$ cat config.mk
export PLATFORM = sky130hd
export DESIGN_NAME = crc_codeword_encoder
export DESIGN_NICKNAME = d
export VERILOG_FILES = /design/src/rtl/ccenc_pkg.sv /design/src/rtl/ccenc_feed.sv /design/src/rtl/ccenc_cell.sv /design/src/rtl/crc_codeword_encoder.sv
export SDC_FILE = /design/constraint.sdc
export NUM_CORES = 1
export LEC_CHECK = 0
export BUFFER_PORTS_ARGS = -buffer_cell sky130_fd_sc_hd__buf_4
export CAP_MARGIN = 20
export CORE_ASPECT_RATIO = 2
export CORE_UTILIZATION = 45
export DETAILED_ROUTE_END_ITERATION = 16
export SLEW_MARGIN = 20
export SYNTH_ARGS = -nofsm -noshare
export SYNTH_HDL_FRONTEND = slang
export SYNTH_HIERARCHICAL = 1
export SYNTH_SLANG_ARGS = --single-unit
$ cat constraint.sdc
create_clock -name clk -period 9.5 [get_ports clk]
set_clock_uncertainty 0.05 [all_clocks]
set_input_delay 1.425 -clock clk [delete_from_list [all_inputs] [get_ports clk]]
set_output_delay 1.425 -clock clk [all_outputs]
set_load 0.01 [all_outputs]
$ cat src/rtl/ccenc_pkg.sv
// ----------------------------------------------------------------------------
// ccenc_pkg
// Shared types and constants of the CRC codeword encoder: field widths,
// register reset values, configuration register indexes and the word record
// that travels down the cell chain.
// ----------------------------------------------------------------------------
package ccenc_pkg;

    // Field widths of the ports.
    localparam int DATA_W = 8;
    localparam int NIB_W  = 4;
    localparam int CW_W   = 24;
    localparam int CNT_W  = 5;
    localparam int GEN_W  = 17;
    localparam int GLEN_W = 5;
    localparam int IDX_W  = 2;

    // Width of the clamped generator length; covers lengths up to 63.
    localparam int LEN_W  = 6;

    // Register reset values.
    localparam logic [GEN_W-1:0]  GEN_BITS_RST = 17'd11;
    localparam logic [GLEN_W-1:0] GEN_LEN_RST  = 5'd4;

    // Configuration register indexes.
    typedef enum logic [IDX_W-1:0] {
        REG_GEN_BITS = 2'd0,
        REG_GEN_LEN  = 2'd1,
        REG_NIB_MODE = 2'd2
    } reg_idx_t;

    // One dataword in flight: a nibble dataword is carried zero-extended.
    typedef struct packed {
        logic              valid;
        logic              nib;
        logic              last;
        logic [DATA_W-1:0] data;
    } word_t;

endpackage

$ cat src/rtl/ccenc_feed.sv
// ----------------------------------------------------------------------------
// ccenc_feed
// Input side of the encoder. Turns each accepted byte into one dataword
// (byte mode) or two (nibble mode, high nibble first) and hands them to the
// first cell of the chain, one per cycle while the chain advances.
// ----------------------------------------------------------------------------
module ccenc_feed
(
    input  logic                        clk,
    input  logic                        rst_n,
    input  logic                        advance,
    input  logic                        nibble_mode,
    input  logic                        in_valid,
    input  logic [ccenc_pkg::DATA_W-1:0] data_byte,
    output logic                        in_stall,
    output ccenc_pkg::word_t            word_out
);

    logic                        pend_valid_reg;
    logic                        pend_valid_next;
    logic [ccenc_pkg::NIB_W-1:0] pend_nib_reg;
    logic [ccenc_pkg::NIB_W-1:0] pend_nib_next;

    // A pending low nibble goes first and holds off the next request.
    assign in_stall = !advance || pend_valid_reg;

    // Select the dataword that enters the chain this cycle.
    always_comb
    begin
        word_out        = '0;
        pend_valid_next = pend_valid_reg;
        pend_nib_next   = pend_nib_reg;
        if (advance)
        begin
            if (pend_valid_reg)
            begin
                word_out.valid  = 1'b1;
                word_out.nib    = 1'b1;
                word_out.last   = 1'b1;
                word_out.data   = {{(ccenc_pkg::DATA_W - ccenc_pkg::NIB_W){1'b0}},
                                   pend_nib_reg};
                pend_valid_next = 1'b0;
            end
            else if (in_valid)
            begin
                word_out.valid = 1'b1;
                if (nibble_mode)
                begin
                    word_out.nib    = 1'b1;
                    word_out.last   = 1'b0;
                    word_out.data   = {{(ccenc_pkg::DATA_W - ccenc_pkg::NIB_W){1'b0}},
                                       data_byte[ccenc_pkg::DATA_W-1:ccenc_pkg::NIB_W]};
                    pend_valid_next = 1'b1;
                    pend_nib_next   = data_byte[ccenc_pkg::NIB_W-1:0];
                end
                else
                begin
                    word_out.nib  = 1'b0;
                    word_out.last = 1'b1;
                    word_out.data = data_byte;
                end
            end
        end
    end

    // Pending nibble register.
    always_ff @(posedge clk or negedge rst_n)
    begin
        if (!rst_n)
        begin
            pend_valid_reg <= 1'b0;
        end
        else
        begin
            pend_valid_reg <= pend_valid_next;
        end
    end

    always_ff @(posedge clk)
    begin
        pend_nib_reg <= pend_nib_next;
    end

endmodule

$ cat src/rtl/ccenc_cell.sv
// ----------------------------------------------------------------------------
// ccenc_cell
// One division step of the CRC. Takes one dataword bit, updates the running
// remainder and passes the word and remainder to the next cell.
// ----------------------------------------------------------------------------
module ccenc_cell
#(
    parameter int RW      = 16,
    parameter int BIT_SEL = 7
)
(
    input  logic             clk,
    input  logic             rst_n,
    input  logic             advance,
    input  logic [RW-1:0]    rmask,
    input  logic [RW-1:0]    topmask,
    input  logic [RW-1:0]    gen_r,
    input  ccenc_pkg::word_t word_in,
    input  logic [RW-1:0]    rem_in,
    output ccenc_pkg::word_t word_out,
    output logic [RW-1:0]    rem_out
);

    logic                         valid_reg;
    logic                         nib_reg;
    logic                         last_reg;
    logic [ccenc_pkg::DATA_W-1:0] data_reg;
    logic [RW-1:0]                rem_reg;
    logic [RW-1:0]                rem_next;
    logic                         feedback;

    // Feedback is the data bit against the leading remainder bit.
    assign feedback = word_in.data[BIT_SEL] ^ (|(rem_in & topmask));
    assign rem_next = ((rem_in << 1) & rmask) ^ (feedback ? gen_r : '0);

    // Valid flag is control state.
    always_ff @(posedge clk or negedge rst_n)
    begin
        if (!rst_n)
        begin
            valid_reg <= 1'b0;
        end
        else if (advance)
        begin
            valid_reg <= word_in.valid;
        end
    end

    // Payload of the cell.
    always_ff @(posedge clk)
    begin
        if (advance)
        begin
            nib_reg  <= word_in.nib;
            last_reg <= word_in.last;
            data_reg <= word_in.data;
            rem_reg  <= rem_next;
        end
    end

    // Hand the word on to the next cell.
    always_comb
    begin
        word_out.valid = valid_reg;
        word_out.nib   = nib_reg;
        word_out.last  = last_reg;
        word_out.data  = data_reg;
    end

    assign rem_out = rem_reg;

endmodule

$ cat src/rtl/crc_codeword_encoder.sv
// ----------------------------------------------------------------------------
// crc_codeword_encoder
// Systematic CRC encoder with a configurable generator. Each byte yields one
// 8-bit dataword or two 4-bit datawords; each codeword is the dataword
// followed by its remainder, right-aligned.
//
//   channel  direction  handshake              payload
//   in       input      in_valid / in_stall    data_byte
//   out      output     out_valid / out_stall  codeword, codeword_bits, last
//   cfg      input      cfg_valid / cfg_ready  cfg_index, cfg_data
//
// A chain of eight cells takes one dataword per cycle unless stalled, one
// dataword bit per cell; byte mode sustains one byte per cycle, nibble mode
// takes no new byte while a low nibble holds the single dataword slot at
// the head of the chain. Results pass the eight cell registers and the
// output register; a low nibble's codeword comes right after the high's.
// Reset empties the chain and loads generator 1011, length 4, byte mode.
// A stall on a valid output freezes the whole chain and stalls the input.
// ----------------------------------------------------------------------------
module crc_codeword_encoder
#(
    parameter int MAX_GEN_LEN = 17
)
(
    input  logic                         clk,
    input  logic                         rst_n,
    input  logic                         in_valid,
    output logic                         in_stall,
    input  logic [ccenc_pkg::DATA_W-1:0] data_byte,
    output logic                         out_valid,
    input  logic                         out_stall,
    output logic [ccenc_pkg::CW_W-1:0]   codeword,
    output logic [ccenc_pkg::CNT_W-1:0]  codeword_bits,
    output logic                         last,
    input  logic                         cfg_valid,
    output logic                         cfg_ready,
    input  logic [ccenc_pkg::IDX_W-1:0]  cfg_index,
    input  logic [ccenc_pkg::GEN_W-1:0]  cfg_data
);

    localparam int RW    = MAX_GEN_LEN - 1;
    localparam int CELLS = ccenc_pkg::DATA_W;
    localparam int CWW   = (ccenc_pkg::DATA_W + RW > ccenc_pkg::CW_W) ?
                           (ccenc_pkg::DATA_W + RW) : ccenc_pkg::CW_W;

    logic [ccenc_pkg::GEN_W-1:0]  gen_bits_reg;
    logic [ccenc_pkg::GLEN_W-1:0] gen_len_reg;
    logic                         nib_mode_reg;

    logic [ccenc_pkg::LEN_W-1:0]  len_wide;
    logic [ccenc_pkg::LEN_W-1:0]  eff_len;
    logic [RW-1:0]                rmask;
    logic [RW-1:0]                topmask;
    logic [RW+ccenc_pkg::GEN_W-1:0] gen_wide;
    logic [RW-1:0]                gen_r;

    logic                         advance;
    ccenc_pkg::word_t             chain_word [0:CELLS];
    logic [RW-1:0]                chain_rem  [0:CELLS];

    logic [CWW-1:0]               data_wide;
    logic [CWW-1:0]               cw_full;
    logic [6:0]                   dsize;
    logic [6:0]                   bits_sum;

    logic                         out_valid_reg;
    logic [ccenc_pkg::CW_W-1:0]   codeword_reg;
    logic [ccenc_pkg::CW_W-1:0]   codeword_next;
    logic [ccenc_pkg::CNT_W-1:0]  bits_reg;
    logic [ccenc_pkg::CNT_W-1:0]  bits_next;
    logic                         last_reg;

    // Configuration registers; writes are always taken.
    assign cfg_ready = 1'b1;

    always_ff @(posedge clk or negedge rst_n)
    begin
        if (!rst_n)
        begin
            gen_bits_reg <= ccenc_pkg::GEN_BITS_RST;
            gen_len_reg  <= ccenc_pkg::GEN_LEN_RST;
            nib_mode_reg <= 1'b0;
        end
        else if (cfg_valid)
        begin
            case (cfg_index)
                ccenc_pkg::REG_GEN_BITS: gen_bits_reg <= cfg_data;
                ccenc_pkg::REG_GEN_LEN:  gen_len_reg  <= cfg_data[ccenc_pkg::GLEN_W-1:0];
                ccenc_pkg::REG_NIB_MODE: nib_mode_reg <= cfg_data[0];
                default:                 ;
            endcase
        end
    end

    // Clamp the generator length to the supported range.
    always_comb
    begin
        len_wide = {1'b0, gen_len_reg};
        if (len_wide < 6'd2)
        begin
            eff_len = 6'd2;
        end
        else if (len_wide > 6'(MAX_GEN_LEN))
        begin
            eff_len = 6'(MAX_GEN_LEN);
        end
        else
        begin
            eff_len = len_wide;
        end
    end

    // Remainder mask, leading-bit mask and generator without its top bit.
    always_comb
    begin
        for (int i = 0; i < RW; i++)
        begin
            rmask[i]   = (6'(i) < (eff_len - 6'd1));
            topmask[i] = (6'(i) == (eff_len - 6'd2));
        end
    end

    assign gen_wide = {{RW{1'b0}}, gen_bits_reg};
    assign gen_r    = gen_wide[RW-1:0] & rmask;

    // The chain and output register move together.
    assign advance = !out_valid_reg || !out_stall;

    ccenc_feed u_feed
    (
        .clk         (clk),
        .rst_n       (rst_n),
        .advance     (advance),
        .nibble_mode (nib_mode_reg),
        .in_valid    (in_valid),
        .data_byte   (data_byte),
        .in_stall    (in_stall),
        .word_out    (chain_word[0])
    );

    assign chain_rem[0] = '0;

    // One cell per dataword bit, most significant bit first.
    for (genvar k = 0; k < CELLS; k++)
    begin : g_cell
        ccenc_cell
        #(
            .RW      (RW),
            .BIT_SEL (CELLS - 1 - k)
        )
        u_cell
        (
            .clk      (clk),
            .rst_n    (rst_n),
            .advance  (advance),
            .rmask    (rmask),
            .topmask  (topmask),
            .gen_r    (gen_r),
            .word_in  (chain_word[k]),
            .rem_in   (chain_rem[k]),
            .word_out (chain_word[k+1]),
            .rem_out  (chain_rem[k+1])
        );
    end

    // Assemble the codeword and its bit count.
    assign data_wide     = CWW'(chain_word[CELLS].data);
    assign cw_full       = (data_wide << (eff_len - 6'd1)) | CWW'(chain_rem[CELLS]);
    assign codeword_next = cw_full[ccenc_pkg::CW_W-1:0];
    assign dsize         = chain_word[CELLS].nib ? 7'(ccenc_pkg::NIB_W) :
                                                  7'(ccenc_pkg::DATA_W);
    assign bits_sum      = dsize + 7'(eff_len) - 7'd1;
    assign bits_next     = bits_sum[ccenc_pkg::CNT_W-1:0];

    // Output register.
    always_ff @(posedge clk or negedge rst_n)
    begin
        if (!rst_n)
        begin
            out_valid_reg <= 1'b0;
        end
        else if (advance)
        begin
            out_valid_reg <= chain_word[CELLS].valid;
        end
    end

    always_ff @(posedge clk)
    begin
        if (advance)
        begin
            codeword_reg <= codeword_next;
            bits_reg     <= bits_next;
            last_reg     <= chain_word[CELLS].last;
        end
    end

    assign out_valid     = out_valid_reg;
    assign codeword      = codeword_reg;
    assign codeword_bits = bits_reg;
    assign last          = last_reg;

endmodule

==> results of run 1 <==
## area by class of cell
| class | instances | area share |
|---|---|---|
| Clock buffer | 39 | 0.04559 |
| Inverter | 15 | 0.003632 |
| Multi-Input combinational cell | 955 | 0.4018 |
| Sequential cell | 274 | 0.4782 |
| Clock inverter | 9 | 0.005485 |
| Timing Repair Buffer | 73 | 0.03291 |
| Tap cell | 436 | 0.03232 |
## power by group
group / internal [mW] / switching (mW) / leakage (nW) / total [mW]
combinational: 1.11 / 1.32 / 3.34 / 2.43
clock: 0.590 / 0.470 / 0.415 / 1.06
sequential: 2.15 / 0.418 / 2.91 / 2.56
## worst max-delay path by stage
| stage | from | end | slack, ns | depth (start not counted) |
|---|---|---|---|---|
| CTS | gen_len_reg[3] | g_cell[6].u_cell/rem_out[5] | 4.95 | 10 |
| floorplan | out_stall | in_stall | 0.41 | 3 |
| global placement | gen_len_reg[3] | g_cell[6].u_cell/rem_out[5] | 5.04 | 10 |
| detailed placement | gen_len_reg[3] | g_cell[6].u_cell/rem_out[5] | 4.99 | 10 |
| finish | gen_len_reg[3] | g_cell[6].u_cell/rem_out[5] | 4.98 | 10 |
| global route | gen_len_reg[4] | g_cell[2].u_cell/rem_out[5] | 4.80 | 11 |
## through the flow
stage	hold slack [ns]	setup WS [ns]	cell area, µm²	power [mW]	instances
2_1_floorplan	0.3503	0.4106	15520	4.627	1326
3_3_place_gp	0.3502	5.038	16000	4.980	1752
6_report	0.3670	4.982	16880	6.052	1801
4_1_cts	0.3676	4.951	16860	6.123	1800
3_5_place_dp	0.3545	4.993	16000	5.051	1752
5_1_grt	0.3727	4.799	16880	6.424	1801
## logic make-up (layout without fill, tap and decap cells)
| group | count (synthesis) | after routing |
|---|---|---|
| flops | 274 | 274 |
| xor+xnor | 132 | 132 |
| buf+inv | 97 | 136 |
| simple gates | 474 | 474 |
| other cells | 2 | 32 |
| compound gates | 132 | 132 |
| mux | 175 | 175 |
| fa+ha+maj | 10 | 10 |
## cell usage in the layout, fill, tap and decap left out, types with 2 or more instances in the layout
cell / netlist / final
clkbuf_1: 21 / 6
and2_1: 34 / 34
nand2_1: 260 / 259
o21bai_1: 3 / 3
dfstp_2: 4 / 4
o22ai_1: 6 / 6
or2b_1: 16 / 16
o21ai_1: 4 / 6
and4_1: 8 / 8
and3_1: 11 / 11
clkinv_2: 0 / 3
nand3b_1: 3 / 3
a221oi_2: 32 / 32
mux2_2: 32 / 32
conb_1: 2 / 32
o21ai_0: 13 / 11
nand2b_1: 110 / 110
clkbuf_16: 0 / 26
clkbuf_8: 0 / 7
inv_1: 13 / 13
edfxtp_1: 242 / 242
dfrtp_1: 28 / 28
nor2_1: 12 / 12
nand3_1: 8 / 8
mux2i_1: 140 / 140
ha_1: 9 / 9
buf_4: 25 / 72
a21o_1: 8 / 8
a31oi_1: 2 / 2
clkinvlp_4: 0 / 3
nor2b_1: 4 / 3
a21oi_1: 15 / 15
a211oi_1: 2 / 2
a22o_1: 33 / 33
mux2_4: 2 / 2
o21a_1: 4 / 4
xnor2_1: 131 / 131
## cells in the mapped netlist (all sizes together), types with 2 or more instances
cell	number	area (µm²)
a21oi	16	83.83
dfstp	4	105.1
nand3	8	40.04
xnor2	131	1147
o21bai	3	22.52
o21a	4	30.03
clkbuf	21	78.83
and3	11	68.82
nand3b	3	22.52
nand2	260	975.9
conb	2	7.510
nor2b	4	25.02
a21o	8	60.06
a22o	33	289.0
o21ai	19	110.1
a221oi	32	480.5
buf	61	543.0
mux2i	141	1415
nor3	2	15.01
and4	8	70.07
nand2b	110	688.2
inv	15	61.31
mux2	34	390.4
a211oi	2	15.01
or2b	16	120.1
o22ai	6	37.54
ha	9	112.6
and2	34	212.7
a31oi	2	12.51
edfxtp	242	7267
nor2	13	65.06
dfrtp	28	700.7
## worst max-delay path: stages (launching register included)
cell      delay (ns)
dfrtp_1         0.57
o32a_4          0.49
nor2_8          0.21
inv_6           0.10
ha_1            0.38
and2_1          0.41
a22o_1          0.30
a221oi_2        0.27
and4_1          0.96
mux2i_1         0.21
xnor2_1         0.34
## routing by layer
layer | share of wire | up-vias | routed length [µm] | track usage
met4 | 0.058 | 0 | 2078 | 0.1193
met1 | 0.34 | 4571 | 12160 | 0.2036
li1 | - | 4615 | - | -
met3 | 0.026 | 86 | 920 | 0.01746
met5 | 0 | - | 0 | 0
met2 | 0.57 | 167 | 20460 | 0.4208
==> flow_summary.yaml, run 1 <==
pwr:
  leakage_nw: 6.667
  ir_drop_v: 0.0001883
  power_per_cell_area_nw_per_um2: 358.5
clocking:
  cts_buffers: 26
  cts_num_sinks: 274
  insertion_delay_ns: 0.56
  cts_buffer_depth: 3
  cts_resized: 0
  cts.htree.levels: 1
  postCtsSetupBuffers: 0
  cts_tree: "yes"
  cts_hold_buf: 0
  path_clk_slew_ns: 0.07
  root_buffer: "clkbuf_16"
worst_hold_path:
  worstHoldPathCells: 0
  whs_endpoint: "g_cell[4].u_cell/data_reg[0]"
  hold_start: "g_cell[3].u_cell/data_reg[0]"
  hold_path_class: "reg2reg"
routing:
  via_per_inst: 5.241
  routedWlPerCell_um: 19.78
  drt-initial-drc-count: 429
  ant_nets: 0
  first_pass_iters: 5
  finalWirelength_mm: 35.62
  vias: 9439
  drcViolationCount: 0
synthesis:
  synthSimpleGateAreaFrac: 0.1524
  synth_area_per_cell_um2: 11.89
  syn-instance-count: 1296
  synthMuxAreaShare: 0.1172
  ys_ff_latch: 274
  synthArstFlopShare: 0.1168
  synthAdderAreaFrac: 0.007957
  synth_top_family_by_area: "simple AND/OR/NAND/NOR gates"
  synth_compound_area_frac: 0.07876
  ys_warn_count: 6
  synth_xor_area_frac: 0.07502
  synth_cell_types: 60
  synth-seq-area-share: 0.5239
  synth-edff-count: 242
  synth_area_um2: 15410
  ys.flop_type: "edfxtp_1"
critical_path:
  cp-start-kind: "register"
  r2r.worst_path.cells: 10
  cp_max_fo: 16
  r2r-start: "gen_len_reg[3]"
  end_kind: "register"
  critPathKind: "reg2reg"
  cp.arrival_ns: 4.82
  rrSetupSlack_ns: 4.98
  reg2reg_to: "g_cell[6].u_cell/rem_out[5]"
  critical_path_required_ns: 9.80
global_route:
  grt_overflow: 0
  grt_max_degree: 85
  grt_usage: 0.2099
  grt_pass1_vias: 9925
  antenna_found_initial: 0
  grt_pass1_wl_mm: 55.92
flow_run:
  max_cap_viol_count: 0
placed_design:
  place.gp.congestion: 0.8416
  hpwl_mm: 25.98
  portBuffers: 62
final_layout:
  finalNetCount: 1386
  utilization: 0.5018
  seqCellArea_um2: 8073
  syn_to_final_growth_pct: 9.540
  drive_above_1_share: 0.1458
  fill_cells: 2942
  multi_input_area_um2: 6783
  antenna_cells: 0
  largest_reg_flops: 128
timing:
  setup_violations: 0
  finalHoldViolCount: 0
  slew_headroom: 0.2916
  drv_slew: 0
  worstMarginPinSlew_ns: 1.063
  period_minus_slack_ns: 4.518
  clock.fmax_ghz: 0.2213
  rsz0062_at_grt: "false"
  setup_total_negative_slack_ns: 0
  post-route-period-util: 0.4756
floorplanning:
  die_h_um: 263.7
  io_pins: 65
  die_w_um: 132.9
  initial_core_util: 0.4581
  dieArea_um2: 35030
  std_cell_rows: 95
  coreArea_um2: 33640
outcome:
  run_status: "finished clean"
Note: power is estimated with default switching activity, not from simulation.
==> run 2, diff against run 1 <==
--- a/config.mk
+++ b/config.mk
@@ -5,6 +5,7 @@
 export SDC_FILE = /design/constraint.sdc
 export NUM_CORES = 1
 export LEC_CHECK = 0
+export ABC_AREA = 1
 export BUFFER_PORTS_ARGS = -buffer_cell sky130_fd_sc_hd__buf_4
 export CAP_MARGIN = 20
 export CORE_ASPECT_RATIO = 2
==> constraint.sdc (replaced) <==
create_clock -name clk -period 4.25 [get_ports clk]
set_clock_uncertainty 0.05 [all_clocks]
set_input_delay 0.6375 -clock clk [delete_from_list [all_inputs] [get_ports clk]]
set_output_delay 0.6375 -clock clk [all_outputs]
set_load 0.01 [all_outputs]
==> flow_summary.yaml, run 2 <==
pwr:
  ir_drop_v: 0.0003724
  power.switching_mw: 5.251
  clkPwrFrac: 0.170
  pwr-share-comb: 0.425
  switching_share: 0.4092
  power_per_cell_area_nw_per_um2: 763.6
  internal-power_mw: 7.581
  seq_power_share: 0.405
  total_power_mw: 12.83
  leakage_nw: 8.318
critical_path:
  max_stage_delay_ns: 0.58
  critPathKind: "reg2reg"
  crit_top_cell: "nand2_1"
  critPathTopFamily: "compound AO/OA/AOI/OAI gates"
  path_cells: "inv_1 > o31ai_1 > inv_1 > a21oi_1 > inv_1 > nand2_1 > nor2_1 > buf_4 > nand2_1 > nand2_1 > nor2_1 > nand2_1 > o21ai_4 > nand3_1 > nand2_1 > nand2_1"
  cpMaxStageDelayCell: "o21ai_4"
  critical_path_required_ns: 4.46
  cp_max_fo: 31
  r2r-start: "gen_len_reg[3]"
  critPathBufInv: 4
  end_kind: "register"
  critical_path.startpoint: "gen_len_reg[3]"
  r2r.worst_path.cells: 16
  cp.arrival_ns: 3.97
  reg2reg_to: "g_cell[7].u_cell/rem_out[3]"
  rrSetupSlack_ns: 0.49
  cp-start-kind: "register"
clocking:
  insertion_delay_ns: 0.54
  root_buffer: "clkbuf_16"
  cts_buffers: 25
  path_clk_slew_ns: 0.06
  cts_buffer_depth: 3
  cts.htree.levels: 1
  cts_tree: "yes"
  cts_num_sinks: 274
  postCtsSetupBuffers: 0
timing:
  slew_headroom: 0.3872
  finalHoldViolCount: 0
  drv_slew: 0
  setup_violations: 0
  hold_slack_ns: 0.2346
  setup_total_negative_slack_ns: 0
  period_minus_slack_ns: 3.759
  layout_setup_ws_ns: 0.4907
  clock.fmax_ghz: 0.2660
  worstMarginPinSlew_ns: 0.9159
  rsz0062_at_grt: "false"
  post-route-period-util: 0.8845
floorplanning:
  io_pins: 65
  initial_core_util: 0.4593
  dieArea_um2: 34520
  die_h_um: 261.7
  coreArea_um2: 33050
  std_cell_rows: 94
  die_w_um: 131.9
final_layout:
  finalNetCount: 1865
  mostFrequentLayoutCell: "nand2_1"
  drive_above_1_share: 0.1254
  seqCellArea_um2: 8073
  antenna_cells: 0
  fill_cells: 3057
  postLayoutCellArea_um2: 16800
  final_cell_mix: "672 x nand2_1, 242 x edfxtp_1, 186 x inv_1, 179 x nand3_1, 127 x nand4_1"
  multi_input_area_um2: 5767
  largest_reg_flops: 128
  syn_to_final_growth_pct: 10.70
outcome:
  run_status: "finished clean"
placed_design:
  dp_slack_ns: 0.5526
  placed_cell_area_um2: 16020
  place.gp.congestion: 0.8923
  hpwl_mm: 29.43
  portBuffers: 62
routing:
  routedWlPerCell_um: 17.66
  drcViolationCount: 0
  vias: 12070
  first_pass_iters: 5
  met3_length_mm: 1.399
  finalWirelength_mm: 40.15
  wl_met1_mm: 13.25
  via_per_inst: 5.306
  drt-initial-drc-count: 829
  routed-wl-met2_mm: 22.23
  routed.top_layer: "met4"
  ant_nets: 0
global_route:
  grt_overflow: 0
  grt_pass1_vias: 12000
  grt_pass1_wl_mm: 62.70
  grt_max_degree: 119
  antenna_found_initial: 0
  grt_usage: 0.2386
synthesis:
  syn-instance-count: 1748
  ys_warn_count: 6
  synth_area_um2: 15180
  synth_area_per_cell_um2: 8.684
worst_hold_path:
  whs_endpoint: "u_feed/pend_nib_reg[3]"
  worstHoldPathCells: 1
  hold_start: "data_byte[3]"
  hold_path_class: "in2reg"
flow_run:
  max_cap_viol_count: 0
## run 2: layer usage
metal	global-route usage	vias up
met5	0	-
met4	0.1957	0
met3	0.02257	135
met2	0.4696	333
met1	0.2199	5694
li1	-	5904
## run 2: timing repair
action | in CTS | in global routing
hold buffers | 1 | 0
setup endpoints to repair | 0 | 0
gates resized for setup | 0 | 0
endpoints found under the hold margin | 9 | 0
## run 2: power groups by stage
stage          Combinational, mW  Sequential, mW  Clock, mW
6_report                    5.45            5.20       2.18
5_1_grt                     6.03            5.34       2.32
2_1_floorplan               4.00            5.13          0
3_5_place_dp                5.41            5.28          0
3_3_place_gp                5.26            5.25          0
4_1_cts                     5.42            5.22       2.23
## run 2: layout make-up
class                      instances  share of cell area
clock buffer                      36             0.04267
sequential                       274              0.4804
clock inverter                     9            0.003574
multi-input combinational       1227              0.3432
inverter                         194             0.04334
tap                              432             0.03217
timing repair buffer             102             0.05465
## run 2: worst max path at each step
stage | slack, ns | end | cells after the start
finish | 0.49 | g_cell[7].u_cell/rem_out[3] | 16
global route | 0.26 | g_cell[2].u_cell/rem_out[5] | 15
CTS | 0.52 | g_cell[7].u_cell/rem_out[5] | 18
detailed placement | 0.55 | g_cell[7].u_cell/rem_out[5] | 18
global placement | 0.59 | g_cell[7].u_cell/rem_out[5] | 18
floorplan | 0.43 | g_cell[0].u_cell/rem_out[10] | 10
## run 2: metrics by stage
stage,instances,utilization
2_1_floorplan,1778,-
3_3_place_gp,2228,0.4846
3_5_place_dp,2228,0.4846
4_1_cts,2274,0.5084
5_1_grt,2274,0.5084
6_report,2274,0.5084
==> run 3, diff against run 2 <==
--- a/config.mk
+++ b/config.mk
@@ -6,12 +6,12 @@
 export NUM_CORES = 1
 export LEC_CHECK = 0
 export ABC_AREA = 1
-export BUFFER_PORTS_ARGS = -buffer_cell sky130_fd_sc_hd__buf_4
+export BUFFER_PORTS_ARGS = -buffer_cell sky130_fd_sc_hd__buf_2
 export CAP_MARGIN = 20
 export CORE_ASPECT_RATIO = 2
 export CORE_UTILIZATION = 45
 export DETAILED_ROUTE_END_ITERATION = 16
-export SLEW_MARGIN = 20
+export SKIP_LAST_GASP = 1
 export SYNTH_ARGS = -nofsm -noshare
 export SYNTH_HDL_FRONTEND = slang
 export SYNTH_HIERARCHICAL = 1
==> flow_summary.yaml, run 3 (synthesis gave the netlist of run 2 again) <==
outcome:
  run_status: "finished clean"
global_route:
  antenna_found_initial: 0
  grt_max_degree: 152
  grt_usage: 0.2406
  grt_overflow: 0
  grt_pass1_wl_mm: 63.46
  grt_pass1_vias: 12060
timing:
  setup_violations: 0
  setup_total_negative_slack_ns: 0
  layout_setup_ws_ns: 0.4929
  drv_slew: 0
  clock.fmax_ghz: 0.2662
  worstMarginPinSlew_ns: 0.9590
  finalHoldViolCount: 0
  post-route-period-util: 0.8840
  period_minus_slack_ns: 3.757
  hold_slack_ns: 0.1298
  slew_headroom: 0.3583
  rsz0062_at_grt: "false"
final_layout:
  mostFrequentLayoutCell: "nand2_1"
  postLayoutCellArea_um2: 16700
  finalNetCount: 1865
  final_cell_mix: "672 x nand2_1, 242 x edfxtp_1, 186 x inv_1, 179 x nand3_1, 127 x nand4_1"
  drive_above_1_share: 0.1269
  syn_to_final_growth_pct: 9.990
  utilization: 0.5052
  final_cells: 2276
  largest_reg_flops: 128
  antenna_cells: 0
critical_path:
  cp_max_fo: 31
  critical_path_required_ns: 4.51
  cp-start-kind: "register"
  end_kind: "register"
  critPathKind: "reg2reg"
  cp.arrival_ns: 4.02
pwr:
  total_power_mw: 12.93
  power.switching_mw: 5.305
  ir_drop_v: 0.0003979
  pwr-share-comb: 0.414
  power_per_cell_area_nw_per_um2: 774.6
  leakage_nw: 8.294
  internal-power_mw: 7.628
  clkPwrFrac: 0.183
  switching_share: 0.4102
  seq_power_share: 0.402
clocking:
  cts_hold_buf: 0
  cts.htree.levels: 1
  root_buffer: "clkbuf_16"
  postCtsSetupBuffers: 0
  path_clk_slew_ns: 0.07
  cts_num_sinks: 274
  insertion_delay_ns: 0.55
  cts_tree: "yes"
  cts_buffer_depth: 3
  cts_resized: 0
  cts_buffers: 26
routing:
  ant_nets: 0
  first_pass_iters: 6
  finalWirelength_mm: 40.07
  routedWlPerCell_um: 17.60
  via_per_inst: 5.287
  drcViolationCount: 0
  drt-initial-drc-count: 738
  vias: 12030
floorplanning:
  dieArea_um2: 34520
  std_cell_rows: 94
  die_h_um: 261.7
  die_w_um: 131.9
  io_pins: 65
  coreArea_um2: 33050
  initial_core_util: 0.4593
worst_hold_path:
  hold_path_class: "in2async"
placed_design:
  place.gp.congestion: 0.8778
  placedCellCount: 2228
  dp_slack_ns: 0.4895
  hpwl_mm: 29.06
  portBuffers: 62
  placed_cell_area_um2: 15840
flow_run:
  max_cap_viol_count: 0
-- run 3: worst max-delay path, stage by stage, from the launching register on --
cell and delay [ns]:
dfrtp_1 0.44, nor2_2 0.22, nand2_2 0.09, nand2_4 0.09, nand2_1 0.15, ha_1 0.40
inv_1 0.07, nand2_1 0.17, nor2_1 0.26, nand2_1 0.12, nand2_1 0.08, nor2_2 0.19
nand2_2 0.11, o21ai_4 0.72, nand3_1 0.16, nand2_1 0.13, nand2_1 0.06
-- run 3: layer usage --
metal	GRT usage	wire, µm	vias to the layer above
li1	-	-	5906
met1	0.2259	13530	5675
met2	0.4691	21970	312
met3	0.02315	1243	140
met4	0.1961	3322	0
met5	0	0	-
-- run 3: path summary, 6_finish.rpt --
kind                            slack, ns                    startpoint  cells past startpoint                           end
worst max-delay path                 0.49                gen_len_reg[3]                     16   g_cell[2].u_cell/rem_out[3]
worst min-delay path                 0.13                         rst_n                      1    g_cell[0].u_cell/valid_reg
worst max register to register       0.49                gen_len_reg[3]                     16   g_cell[2].u_cell/rem_out[3]
worst min register to register       0.37  g_cell[2].u_cell/data_reg[3]                      0  g_cell[3].u_cell/data_reg[3]
max in group asynchronous            3.45                         rst_n                      1               gen_bits_reg[8]
min in group clk                     0.23                  data_byte[3]                      1        u_feed/pend_nib_reg[3]
-- run 3: final cells by class --
type | instances | area [µm²]
Tap cell | 432 | 540.5
Sequential cell | 274 | 8073
Clock buffer | 32 | 683.2
Fill cell | 3111 | 16350
Multi-Input combinational cell | 1227 | 5767
Timing Repair Buffer | 101 | 728.2
Clock inverter | 16 | 176.4
Inverter | 194 | 728.2
-- run 3: power by group through the flow --
| stage | Combinational, mW | Sequential (mW) | Clock (mW) |
|---|---|---|---|
| 2_1_floorplan | 4.00 | 5.13 | 0 |
| 3_3_place_gp | 5.14 | 5.25 | 0 |
| 3_5_place_dp | 5.29 | 5.27 | 0 |
| 4_1_cts | 5.31 | 5.22 | 2.43 |
| 5_1_grt | 5.97 | 5.33 | 2.51 |
| 6_report | 5.36 | 5.20 | 2.37 |
